<file path="src/sv/shd_pkg.sv">
// Shared types and constants of the sync-header packet deframer.
package shd_pkg;

	// Field widths of the stream and of the header.
	localparam int unsigned BYTE_W  = 8;
	localparam int unsigned SEQ_W   = 16;
	localparam int unsigned LEN_W   = 13;
	localparam int unsigned IDX_W   = 12;
	localparam int unsigned HDRLEN_W = 16;

	// Length field range, and the default build limit on payload length.
	localparam int unsigned FIELD_LEN_CAP     = 4096;
	localparam int unsigned MAX_PAYLOAD_LIMIT_DEF = 4096;
	localparam logic [LEN_W-1:0] MAX_LEN_RESET = LEN_W'(FIELD_LEN_CAP);

	// Configuration register indexes.
	localparam int unsigned CFG_IDX_W = 2;
	localparam int unsigned CFG_DATA_W = LEN_W;
	localparam logic [CFG_IDX_W-1:0] CFG_SYNC_FIRST  = 2'd0;
	localparam logic [CFG_IDX_W-1:0] CFG_SYNC_SECOND = 2'd1;
	localparam logic [CFG_IDX_W-1:0] CFG_MAX_LEN     = 2'd2;

	// Result kinds.
	localparam logic KIND_PAYLOAD = 1'b0;
	localparam logic KIND_EMPTY   = 1'b1;

	// Packed result width: type, sequence, length, data byte, index, zero fill.
	localparam int unsigned RES_BITS = BYTE_W + SEQ_W + LEN_W + BYTE_W + IDX_W;
	localparam int unsigned TDATA_W  = ((RES_BITS + 7) / 8) * 8;

	// Parser phases.
	typedef enum logic [2:0] {
		PH_SYNC0   = 3'd0,
		PH_SYNC1   = 3'd1,
		PH_TYPE    = 3'd2,
		PH_SEQ_LO  = 3'd3,
		PH_SEQ_HI  = 3'd4,
		PH_LEN_LO  = 3'd5,
		PH_LEN_HI  = 3'd6,
		PH_PAYLOAD = 3'd7
	} phase_t;

	// Configuration values seen by the parser.
	typedef struct packed {
		logic [BYTE_W-1:0] sync_first;
		logic [BYTE_W-1:0] sync_second;
		logic [LEN_W-1:0]  max_len;
	} cfg_t;

	// One result item.
	typedef struct packed {
		logic              kind;
		logic [BYTE_W-1:0] packet_type;
		logic [SEQ_W-1:0]  sequence_res;
		logic [LEN_W-1:0]  payload_length;
		logic [BYTE_W-1:0] data_byte;
		logic [IDX_W-1:0]  byte_index;
		logic              last;
	} res_t;

endpackage

</file>
<file path="src/sv/shd_cfg_regs.sv">
// Configuration register file of the deframer.
module shd_cfg_regs import shd_pkg::*; (
	input  logic                  clk,
	input  logic                  arst_n,
	input  logic                  cfg_we,
	input  logic [CFG_IDX_W-1:0]  cfg_index,
	input  logic [CFG_DATA_W-1:0] cfg_wdata,
	output cfg_t                  cfg
);

	cfg_t cfg_q;

	// Write the addressed register; an index past the list is ignored.
	always_ff @(posedge clk or negedge arst_n) begin
		if (!arst_n) begin
			cfg_q.sync_first  <= '0;
			cfg_q.sync_second <= '0;
			cfg_q.max_len     <= MAX_LEN_RESET;
		end else if (cfg_we) begin
			case (cfg_index)
				CFG_SYNC_FIRST:  cfg_q.sync_first  <= cfg_wdata[BYTE_W-1:0];
				CFG_SYNC_SECOND: cfg_q.sync_second <= cfg_wdata[BYTE_W-1:0];
				CFG_MAX_LEN:     cfg_q.max_len     <= cfg_wdata[LEN_W-1:0];
				default: ;
			endcase
		end
	end

	assign cfg = cfg_q;

endmodule

</file>
<file path="src/sv/shd_parser.sv">
// Header parser: sync hunt, header capture and payload byte numbering.
module shd_parser import shd_pkg::*; #(
	parameter int unsigned MAX_PAYLOAD_LIMIT = MAX_PAYLOAD_LIMIT_DEF
) (
	input  logic              clk,
	input  logic              arst_n,
	input  cfg_t              cfg,
	input  logic              take,
	input  logic [BYTE_W-1:0] in_byte,
	input  logic              resync,
	output logic              res_valid,
	output res_t              res
);

	// Length cap from the build limit and from the field range.
	localparam int unsigned LenCap = (MAX_PAYLOAD_LIMIT < FIELD_LEN_CAP) ?
		MAX_PAYLOAD_LIMIT : FIELD_LEN_CAP;
	localparam logic [LEN_W-1:0] LenCapV = LEN_W'(LenCap);

	phase_t             phase_q, phase_d;
	logic [BYTE_W-1:0]  type_q, type_d;
	logic [SEQ_W-1:0]   seq_q, seq_d;
	logic [BYTE_W-1:0]  len_lo_q, len_lo_d;
	logic [LEN_W-1:0]   len_q, len_d;
	logic [LEN_W-1:0]   left_q, left_d;

	logic [LEN_W-1:0]    eff_max;
	logic [HDRLEN_W-1:0] hdr_len;
	logic [LEN_W-1:0]    left_dec;
	logic [LEN_W-1:0]    idx_full;
	logic                too_long;
	logic                len_zero;
	logic                final_byte;

	// Header length and payload counting terms.
	assign eff_max    = (cfg.max_len > LenCapV) ? LenCapV : cfg.max_len;
	assign hdr_len    = {in_byte, len_lo_q};
	assign too_long   = hdr_len > {{(HDRLEN_W-LEN_W){1'b0}}, eff_max};
	assign len_zero   = (hdr_len == '0);
	assign left_dec   = left_q - LEN_W'(1);
	assign final_byte = (left_dec == '0);
	assign idx_full   = len_q - left_q;

	// Next phase.
	always_comb begin
		phase_d = phase_q;
		if (resync) begin
			phase_d = PH_SYNC0;
		end else begin
			case (phase_q)
				PH_SYNC0: begin
					if (in_byte == cfg.sync_first) phase_d = PH_SYNC1;
				end
				PH_SYNC1: begin
					if (in_byte == cfg.sync_second) phase_d = PH_TYPE;
					else if (in_byte == cfg.sync_first) phase_d = PH_SYNC1;
					else phase_d = PH_SYNC0;
				end
				PH_TYPE:   phase_d = PH_SEQ_LO;
				PH_SEQ_LO: phase_d = PH_SEQ_HI;
				PH_SEQ_HI: phase_d = PH_LEN_LO;
				PH_LEN_LO: phase_d = PH_LEN_HI;
				PH_LEN_HI: begin
					if (too_long || len_zero) phase_d = PH_SYNC0;
					else phase_d = PH_PAYLOAD;
				end
				PH_PAYLOAD: begin
					if (final_byte) phase_d = PH_SYNC0;
				end
				default: phase_d = PH_SYNC0;
			endcase
		end
	end

	// Held header fields and the result of this byte.
	always_comb begin
		type_d   = type_q;
		seq_d    = seq_q;
		len_lo_d = len_lo_q;
		len_d    = len_q;
		left_d   = left_q;
		res_valid = 1'b0;
		res.kind           = KIND_PAYLOAD;
		res.packet_type    = type_q;
		res.sequence_res   = seq_q;
		res.payload_length = len_q;
		res.data_byte      = in_byte;
		res.byte_index     = idx_full[IDX_W-1:0];
		res.last           = final_byte;
		if (!resync) begin
			case (phase_q)
				PH_TYPE:   type_d = in_byte;
				PH_SEQ_LO: seq_d = {{(SEQ_W-BYTE_W){1'b0}}, in_byte};
				PH_SEQ_HI: seq_d = {in_byte, seq_q[BYTE_W-1:0]};
				PH_LEN_LO: len_lo_d = in_byte;
				PH_LEN_HI: begin
					if (!too_long && len_zero) begin
						res_valid          = 1'b1;
						res.kind           = KIND_EMPTY;
						res.payload_length = '0;
						res.data_byte      = '0;
						res.byte_index     = '0;
						res.last           = 1'b1;
					end else if (!too_long) begin
						len_d  = hdr_len[LEN_W-1:0];
						left_d = hdr_len[LEN_W-1:0];
					end
				end
				PH_PAYLOAD: begin
					res_valid = 1'b1;
					left_d    = left_dec;
				end
				default: ;
			endcase
		end
		// Any return to hunting clears the held header.
		if (phase_d == PH_SYNC0) begin
			type_d   = '0;
			seq_d    = '0;
			len_lo_d = '0;
			len_d    = '0;
			left_d   = '0;
		end
	end

	// Parser state advances on each accepted transfer.
	always_ff @(posedge clk or negedge arst_n) begin
		if (!arst_n) begin
			phase_q  <= PH_SYNC0;
			type_q   <= '0;
			seq_q    <= '0;
			len_lo_q <= '0;
			len_q    <= '0;
			left_q   <= '0;
		end else if (take) begin
			phase_q  <= phase_d;
			type_q   <= type_d;
			seq_q    <= seq_d;
			len_lo_q <= len_lo_d;
			len_q    <= len_d;
			left_q   <= left_d;
		end
	end

endmodule

</file>
<file path="src/sv/shd_out_reg.sv">
// Result register between the parser and the output stream.
module shd_out_reg import shd_pkg::*; (
	input  logic clk,
	input  logic arst_n,
	input  logic load,
	input  res_t res_in,
	input  logic out_ready,
	output logic out_valid,
	output logic can_load,
	output res_t res_out
);

	logic valid_q;
	res_t res_q;

	// A new result may enter when the register is empty or drains this cycle.
	assign can_load = !valid_q || out_ready;

	always_ff @(posedge clk or negedge arst_n) begin
		if (!arst_n) begin
			valid_q <= 1'b0;
		end else if (load) begin
			valid_q <= 1'b1;
		end else if (out_ready) begin
			valid_q <= 1'b0;
		end
	end

	always_ff @(posedge clk) begin
		if (load) begin
			res_q <= res_in;
		end
	end

	assign out_valid = valid_q;
	assign res_out   = res_q;

endmodule

</file>
<file path="src/sv/sync_header_packet_deframer.sv">
// Sync-header packet deframer: one received byte per input transfer, it hunts for a
// two-byte sync pattern, reads a type byte, a little-endian sequence number and a
// little-endian payload length, then emits one output transfer per payload byte (or
// one empty-packet transfer for a zero length). A byte is taken every cycle while the
// result register is empty or being drained; a result is registered and appears in the
// cycle after the byte that caused it; the only stall source is back-pressure on the
// output. A header longer than max_payload_len (capped at MAX_PAYLOAD_LIMIT and 4096) is
// dropped silently; a transfer with the resync flag set returns the parser to hunting.
module sync_header_packet_deframer import shd_pkg::*; #(
	parameter int unsigned MAX_PAYLOAD_LIMIT = MAX_PAYLOAD_LIMIT_DEF
) (
	input  logic                  clk,
	input  logic                  arst_n,
	// Configuration write port.
	input  logic                  cfg_we,
	input  logic [CFG_IDX_W-1:0]  cfg_index,
	input  logic [CFG_DATA_W-1:0] cfg_wdata,
	// Input stream.
	input  logic                  s_axis_tvalid,
	output logic                  s_axis_tready,
	input  logic [BYTE_W-1:0]     s_axis_tdata,  // in_byte
	input  logic                  s_axis_tuser,  // resync
	// Output stream.
	output logic                  m_axis_tvalid,
	input  logic                  m_axis_tready,
	// packet_type, sequence_res, payload_length, data_byte, byte_index, zero fill
	output logic [TDATA_W-1:0]    m_axis_tdata,
	output logic                  m_axis_tuser,  // kind
	output logic                  m_axis_tlast   // last
);

	cfg_t cfg;
	logic take;
	logic can_load;
	logic res_valid;
	res_t res;
	res_t res_q;

	assign s_axis_tready = can_load;
	assign take = s_axis_tvalid && can_load;

	shd_cfg_regs u_cfg (
		.clk       (clk),
		.arst_n    (arst_n),
		.cfg_we    (cfg_we),
		.cfg_index (cfg_index),
		.cfg_wdata (cfg_wdata),
		.cfg       (cfg)
	);

	shd_parser #(
		.MAX_PAYLOAD_LIMIT (MAX_PAYLOAD_LIMIT)
	) u_parser (
		.clk       (clk),
		.arst_n    (arst_n),
		.cfg       (cfg),
		.take      (take),
		.in_byte   (s_axis_tdata),
		.resync    (s_axis_tuser),
		.res_valid (res_valid),
		.res       (res)
	);

	shd_out_reg u_out (
		.clk       (clk),
		.arst_n    (arst_n),
		.load      (take && res_valid),
		.res_in    (res),
		.out_ready (m_axis_tready),
		.out_valid (m_axis_tvalid),
		.can_load  (can_load),
		.res_out   (res_q)
	);

	// Pack the result fields, lowest field first.
	assign m_axis_tdata = {{(TDATA_W-RES_BITS){1'b0}}, res_q.byte_index, res_q.data_byte,
		res_q.payload_length, res_q.sequence_res, res_q.packet_type};
	assign m_axis_tuser = res_q.kind;
	assign m_axis_tlast = res_q.last;

endmodule
</file>
<file path="config.mk">
export PLATFORM = sky130hd
export DESIGN_NAME = sync_header_packet_deframer
export DESIGN_NICKNAME = d
export VERILOG_FILES = /design/src/sv/shd_pkg.sv /design/src/sv/shd_cfg_regs.sv /design/src/sv/shd_parser.sv /design/src/sv/shd_out_reg.sv /design/src/sv/sync_header_packet_deframer.sv
export SDC_FILE = /design/constraint.sdc
export NUM_CORES = 1
export LEC_CHECK = 0
export BUFFER_PORTS_ARGS = -buffer_cell sky130_fd_sc_hd__clkbuf_2
export CAP_MARGIN = 15
export CORE_ASPECT_RATIO = 0.9
export CORE_MARGIN = 1
export CORE_UTILIZATION = 44
export CTS_CLUSTER_DIAMETER = 50
export CTS_CLUSTER_SIZE = 25
export DETAILED_ROUTE_END_ITERATION = 7
export PLACE_DENSITY_LB_ADDON = 0.12
export SYNTH_ARGS = -nofsm -noshare
export SYNTH_HDL_FRONTEND = slang
export SYNTH_SLANG_ARGS = --single-unit
</file>
<file path="constraint.sdc">
create_clock -name clk -period 14.7 [get_ports clk]
set_input_delay 4.41 -clock clk [delete_from_list [all_inputs] [get_ports clk]]
set_output_delay 4.41 -clock clk [all_outputs]
set_load 0.1 [all_outputs]
</file>
After elaboration in Yosys (flattened, before gate mapping) --
Cells that the tools add are included.
Word-level totals: register bits 150, bits in latches 0, bits in writable memories 0, bits in read-only memories 0, memories kept 0
Cells by class: add/subtract/negate cells 2, multipliers 0, divide/modulo/power cells 0, magnitude comparators 2, eq/ne operators 17, shift operators 0, mux-type cells 33, bitwise logic cells 1, reduce and logical (&&, ||, !) cells 29
Operators with widths (number):
- 2-to-1 mux 13 bit | 8
- 2-to-1 mux 34 bit | 3
- 2-to-1 mux 8 bit | 6
- 2-to-1 mux 16 bit | 2
- case mux 16 bit (2 select lines) | 1
- case mux 13 bit (2 select lines) | 1
- case mux 3 bit (8 select lines) | 1
- == test 8 bit | 2
- > comparator 16 x 13 -> 1 bit | 1
- zero test 16 bit | 1
- 2-to-1 mux 3 bit | 5
- > comparator 13 bit, second input constant | 1
- zero test 13 bit | 1
- subtractor 13 x 1 -> 13 bit, second input constant | 1
- == test 3 bit, second input constant | 4
- subtractor 12 bit | 1
- AND reduction 5 bit | 2
- nonzero test 2 bit | 5
- AND reduction 3 bit | 3
- == test 3 x 2 -> 1 bit, second input constant | 2
- zero test 3 bit | 2
- inequality test 3 bit, second input constant | 2
- AND reduction 2 bit | 3
- nonzero test 3 bit | 2
- other kinds (14) | 24

Logic depth before layout (Yosys ltp) --
Gate-level depths: netlist of the first run.
depth in word-level cells 10, gate-level depth with buffers 12, depth with buffers taken out 11

By module --
Synthesis of the first run repeated with hierarchy kept, for this count alone.
Unflattened totals: cells, all modules 697, area total of the unflattened synthesis 7622.3 µm²
Modules (own cells, without submodules):
- shd_parser | instances 1, cells an instance 563, area each 4639.4 µm², sequential area each 1526.5 µm²
- shd_out_reg | instances 1, cells an instance 62, area each 1819.2 µm², sequential area each 1796.7 µm²
- shd_cfg_regs | instances 1, cells an instance 62, area each 1094.8 µm², sequential area each 726.9 µm²
- sync_header_packet_deframer | instances 1, cells an instance 10, area each 68.8 µm², sequential area each 0.0 µm²

Worst setup path after synthesis of the first run --
No wires, ideal clock.
path type input-to-output, start input port m_axis_tready, end output port s_axis_tready, arrival time 5.213 ns, data required time 10.290 ns, path slack 5.077 ns, stages on the path 1, cell sequence nand2b_1
On the way: cells in the longest elaborated chain, start to end 1
RTL lines:
- from (decl) | RTL line sync_header_packet_deframer.sv:25 | input logic m_axis_tready,
- logical OR 1 bit | RTL line shd_out_reg.sv:17 | assign can_load = !valid_q || out_ready;
- to (decl) | RTL line sync_header_packet_deframer.sv:20 | output logic s_axis_tready,
Every way passes these cells.

Worst setup path after layout of the first run --
Same ends and word-level chain as after synthesis.

==> impl_metrics.toml, run 1 <==
[floorplan]
core_mm2 = 0.01619
die-area_mm2 = 0.01715
die_x_um = 137.9
die_h_um = 124.4
pin_count = 97
initial_core_util = 0.4521
num_rows = 44

[timing]
tightest_slew_ps = 983.2
timing.fmax_mhz = 103.9
report.final.slew_viol_count = 0
post-route-period-util = 0.6550
final.setup.tns_ps = 0
setup_viol = 0
slew_headroom = 0.3395
finalHoldViolations = 0
clock_skew_ps = 10.21
rsz0062_at_grt = "no"
period_needed_ps = 9629

[route]
drt-wirelength-per-cell_um = 19.14
dr.first_iter.drc_count = 416
wirelength_um = 17170
dr.pass1.iters = 5
drt_drc_violations_left = 0
postRouteAntennaNets = 0
dr_total_vias = 5215
via_per_inst = 5.814

[finish]
synthToLayoutAreaGrowth_pct = 15.16
drive_above_1_share = 0.2667
fin_nets = 733
final_common_cell = "dfrtp_1"
final_cell_mix = "dfrtp_1 (90), clkbuf_2 (88), edfxtp_1 (59), nor2_1 (32), mux2_2 (29)"
multi_input_area_mm2 = 0.002963
register_area_mm2 = 0.004050
num_antenna_cells = 0
final_util = 0.5207
nFillCells = 1469

[synth]
netlist_instances = 601
async_flop_share = 0.6067
synth.mux.area_fraction = 0.04599
yosys.cell_types.count = 76
netlist_area_mm2 = 0.007318
synth-xor-area-share = 0.03112
synth-edff-count = 59
synth-simple-area-share = 0.1344
synth_flop_cell = "dfrtp_1"
synth_compound_area_frac = 0.1416
ys_seq_area_frac = 0.5534
avgSynthCellArea_um2 = 12.18
ys_warn_count = 0
synth_adder_area_share = 0.04719
synth_top_family_by_area = "compound AO/OA/AOI/OAI gates"
synth-seq-cells = 150

[clock_tree]
post-cts-setup-buffers = 0
cts_hold_buf = 0
clk_pin_slew_worst_paths_ps = 60
cts.sinks = 150
cts_buffer_depth = 2
post_cts_resize_count = 0
ctsRootBufferMaster = "clkbuf_16"
numCtsBuffers = 17
cts_tree = "yes"
cts_max_level = 4
clock_latency_ps = 430

[job]
cap_violations = 0

[power]
power.density_mw_per_mm2 = 125.2
pwr-share-comb = 0.135
p_switching_uw = 297.7
pwr-share-clk = 0.408
leakage_nw = 3.643
p_sw_frac = 0.2821
power_frac_seq = 0.457
peakVddDrop_mv = 0.09764
power.internal_uw = 757.7

[worst_setup_path]
critPathArrivalTime_ps = 5220
endpoint_kind = "output pin"
worstSetupPathType = "in -> out"
r2r_slack_ps = 10300
worstRegToRegCells = 11
cp.required_ps = 10290
crit_fanout = 5
worst_setup_path_start_kind = "primary input"

[global_route]
grt_pass1_wl_um = 27100
antenna_found_initial = 0
grt_pass1_vias = 4930
grt-ovfl-total = 0
grt_max_degree = 59
grt_util_all_layers = 0.2112

[hold_path]
hold_class = "reg -> reg"
min_delay_path_depth = 0

[status]
status = "finished, final reports clean"

[placement]
dp_hpwl_um = 12190
gp_congestion = 0.8736
portBuffers = 89
[cells by family (layout without fill, tap and decap cells)]
group                      Yosys count  after routing
AOI/OAI and AO/OA                  132            132
other                                1              7
and+or+nand+nor                    169            169
buffers and inverters               66            149
xor gates and xnor gates            26             26
DFF                                150            150
muxes                               30             30
adders and majority gates           27             27
[path summary, 6_finish.rpt]
| path | end | startpoint |
|---|---|---|
| setup / recovery | s_axis_tready | m_axis_tready |
| hold / removal | u_out.res_out[39] | u_parser.seq_q[5] |
| setup reg to reg | u_out.res_out[21] | u_cfg.cfg[12] |
| hold reg to reg | u_out.res_out[39] | u_parser.seq_q[5] |
| max in group asynchronous | u_parser.len_q[11] | arst_n |
| min in group asynchronous | u_cfg.cfg[14] | arst_n |
[worst max-delay path: stages]
cell	delay [ps]
clkbuf_2	100
nand2b_1	200
clkbuf_2	500
[Yosys cell counts (4+ instances only)]
library cell  number  area [um2]
clkbuf_1          14       52.55
buf_2             11       55.05
a22o_1            21       183.9
a21oi_1           24       120.1
a31oi_1            8       50.05
o21ai_2            4       35.03
buf_6              4       45.04
nor2b_1            8       50.05
and3_1             5       31.28
xor2_1            19       166.4
nor4_2             4       50.05
edfxtp_1          59        1772
and2_1            16       100.1
ha_1              26       325.3
nor4_1             8       50.05
nor3_1            21       105.1
a32o_1            24       240.2
xnor2_1            7       61.31
nor2_1            33       123.9
nand2b_1           5       31.28
mux2_2            29       326.6
nand2_1           25       93.84
dfrtp_1           90        2252
or3_1              4       25.02
nand4_1            6       37.54
nand3_1            9       45.04
inv_1             24       90.09
or4_1              4       30.03
buf_4             10       75.07
o22ai_1            5       31.28
o21ai_0           13       65.06
[power groups by stage]
stage,logic [mW],registers [mW],clock network [mW]
detailed placement,0.142,0.490,0
global placement,0.138,0.489,0
floorplan,0.118,0.480,0
finish,0.142,0.482,0.431
CTS,0.143,0.482,0.438
global route,0.157,0.486,0.456
[through the flow]
stage | worst slack, ps | cell area [um2] | std cells | total power [mW] | hold WS (ps)
floorplan | 5077 | 7341 | 607 | 0.5981 | 425.3
global placement | 5103 | 7833 | 864 | 0.6269 | 438.7
detailed placement | 5082 | 7838 | 865 | 0.6325 | 432.1
CTS | 5079 | 8428 | 897 | 1.063 | 447.4
global route | 5024 | 8428 | 897 | 1.098 | 453.5
finish | 5071 | 8428 | 897 | 1.055 | 450.7
[layout make-up]
class	instances	share of cell area
Timing Repair Buffer	93	0.05641
Tap cell	207	0.03073
Inverter	24	0.01069
Clock inverter	13	0.01633
Multi-Input combinational cell	391	0.3515
Sequential cell	150	0.4806
Clock buffer	19	0.05374
[metal layers]
layer  wire (um)  global-route usage  vias to the layer above
met5           0                   0                        -
met4         188             0.05243                        0
met3        1108             0.05454                       14
met2        7702              0.3079                      183
met1        8173              0.3115                     2616
li1            -                   -                     2402
[flip-flops by register name, indices dropped and copies added, names as in the netlist]
name / cells
u_cfg.cfg: 29
u_parser.seq_q: 16
u_parser.len_lo_q: 8
u_parser.phase_q: 3
u_parser.type_q: 8
u_out.res_out: 59
u_parser.len_q: 13
u_out.out_valid: 1
u_parser.left_q: 13
No activity file was read; power rests on OpenSTA's default activity.
==> inputs of run 2 (changes only) <==
==> constraint.sdc (replaced) <==
create_clock -name clk -period 9.8 [get_ports clk]
set_input_delay 2.94 -clock clk [delete_from_list [all_inputs] [get_ports clk]]
set_output_delay 2.94 -clock clk [all_outputs]
set_load 0.1 [all_outputs]
==> run 2 against run 1 <==
Effect of this change:
- worst hold slack improved by 1.9 ps
- register-to-register slack got worse by 4800 ps
- clock skew fell by 4.1 ps
- combinational power rose by 50%
- first-iteration DRC count rose by 28%
- power rose by 51%
- non-clock buffer count did not move
- cell area barely moved
- sequential share of layout area barely moved
- highest routed layer unchanged
==> impl_metrics.toml, run 2 (synthesis results as in run 1) <==
[finish]
largest_register_ff_count = 59
synthToLayoutAreaGrowth_pct = 15.22
nFillCells = 1438
drive_above_1_share = 0.2638
fin_nets = 733
final_cell_mix = "dfrtp_1 (90), clkbuf_2 (88), edfxtp_1 (59), nor2_1 (32), mux2_2 (29)"
num_antenna_cells = 0
final_util = 0.5209
design_area_mm2 = 0.008432
final_common_cell = "dfrtp_1"

[global_route]
grt_max_degree = 65
grt_util_all_layers = 0.2148
grt-ovfl-total = 0
antenna_found_initial = 0
grt_pass1_wl_um = 27750
grt_pass1_vias = 5053

[worst_setup_path]
worstRegToRegCells = 12
regToRegEndpoint = "u_out.res_out[38]"
r2r_slack_ps = 5540
worst_setup_path_start_kind = "primary input"
endpoint = "s_axis_tready"
crit_fanout = 5
endpoint_kind = "output pin"
r2r-start = "u_cfg.cfg[12]"
critPathArrivalTime_ps = 3790
worstSetupPathType = "in -> out"
critPathLaunch = "m_axis_tready"
cp.required_ps = 6860

[timing]
period_needed_ps = 6729
tightest_slew_ps = 892.7
rsz0062_at_grt = "no"
slew_headroom = 0.4003
timing.fmax_mhz = 148.6
final.setup.tns_ps = 0
report.final.slew_viol_count = 0
post-route-period-util = 0.6867
clock_skew_ps = 6.086
finalHoldViolations = 0
setup_viol = 0

[route]
dr_total_vias = 5186
via_per_inst = 5.781
wirelength_um = 17380
dr.first_iter.drc_count = 531
drt-wirelength-per-cell_um = 19.37
postRouteAntennaNets = 0
drt_drc_violations_left = 0
dr.pass1.iters = 5

[clock_tree]
clock_latency_ps = 430
post_cts_resize_count = 0
ctsRootBufferMaster = "clkbuf_16"
cts_max_level = 4
clk_pin_slew_worst_paths_ps = 60
cts.sinks = 150
cts_tree = "yes"
cts_buffer_depth = 2
post-cts-setup-buffers = 0
cts_hold_buf = 0
numCtsBuffers = 17

[floorplan]
die-area_mm2 = 0.01715
core_mm2 = 0.01619
pin_count = 97
die_h_um = 124.4
initial_core_util = 0.4521
num_rows = 44
die_x_um = 137.9

[placement]
place_area_mm2 = 0.007840
gp_congestion = 0.8803
portBuffers = 89
dp_hpwl_um = 12240

[power]
total_power_mw = 1.593
power.density_mw_per_mm2 = 188.9
peakVddDrop_mv = 0.1290
leakage_nw = 3.643

[status]
status = "finished, final reports clean"

[hold_path]
hold_class = "reg -> reg"

[job]
cap_violations = 0
==> run 2: worst min path at each step <==
stage / end / cells past startpoint / slack, ps / from
global placement: u_out.res_out[41] / 0 / 440 / u_parser.seq_q[7]
floorplan: u_out.res_out[34] / 0 / 430 / u_parser.seq_q[0]
finish: u_out.res_out[41] / 0 / 450 / u_parser.seq_q[7]
detailed placement: u_out.res_out[39] / 0 / 440 / u_parser.seq_q[5]
CTS: u_out.res_out[39] / 0 / 460 / u_parser.seq_q[5]
global route: u_out.res_out[41] / 0 / 460 / u_parser.seq_q[7]
==> run 2: critical path, cell delays in order <==
cell,delay (ps)
clkbuf_2,80
nand2b_1,240
clkbuf_2,520
==> run 2: per-stage QoR <==
stage | std cells | hold slack, ps | setup WS, ps
final | 897 | 452.6 | 3071
after CTS | 897 | 455.3 | 3068
after detailed placement | 865 | 441.6 | 2980
after global placement | 864 | 438.1 | 3108
after global routing | 897 | 458.2 | 3042
after floorplan | 607 | 425.3 | 2277
==> run 2: layer usage <==
metal / up-vias / wire length [um] / track usage
met3: 22 / 1233 / 0.05454
met5: - / 0 / 0
li1: 2392 / - / -
met1: 2552 / 8155 / 0.3163
met4: 0 / 252 / 0.05499
met2: 220 / 7736 / 0.3135
==> run 2: where the power goes <==
group / internal (mW) / switching [mW]
clock: 0.387 / 0.268
sequential: 0.687 / 0.0376
combinational: 0.0783 / 0.135
==> run 2: cell type report <==
type | instances | area, um2 | area share
Tap cell | 207 | 259.0 | 0.03072
Clock inverter | 12 | 145.1 | 0.01721
Timing Repair Buffer | 93 | 478.0 | 0.05668
Sequential cell | 150 | 4050 | 0.4803
Inverter | 24 | 90.09 | 0.01068
Multi-Input combinational cell | 391 | 2963 | 0.3514
Clock buffer | 20 | 446.7 | 0.05298
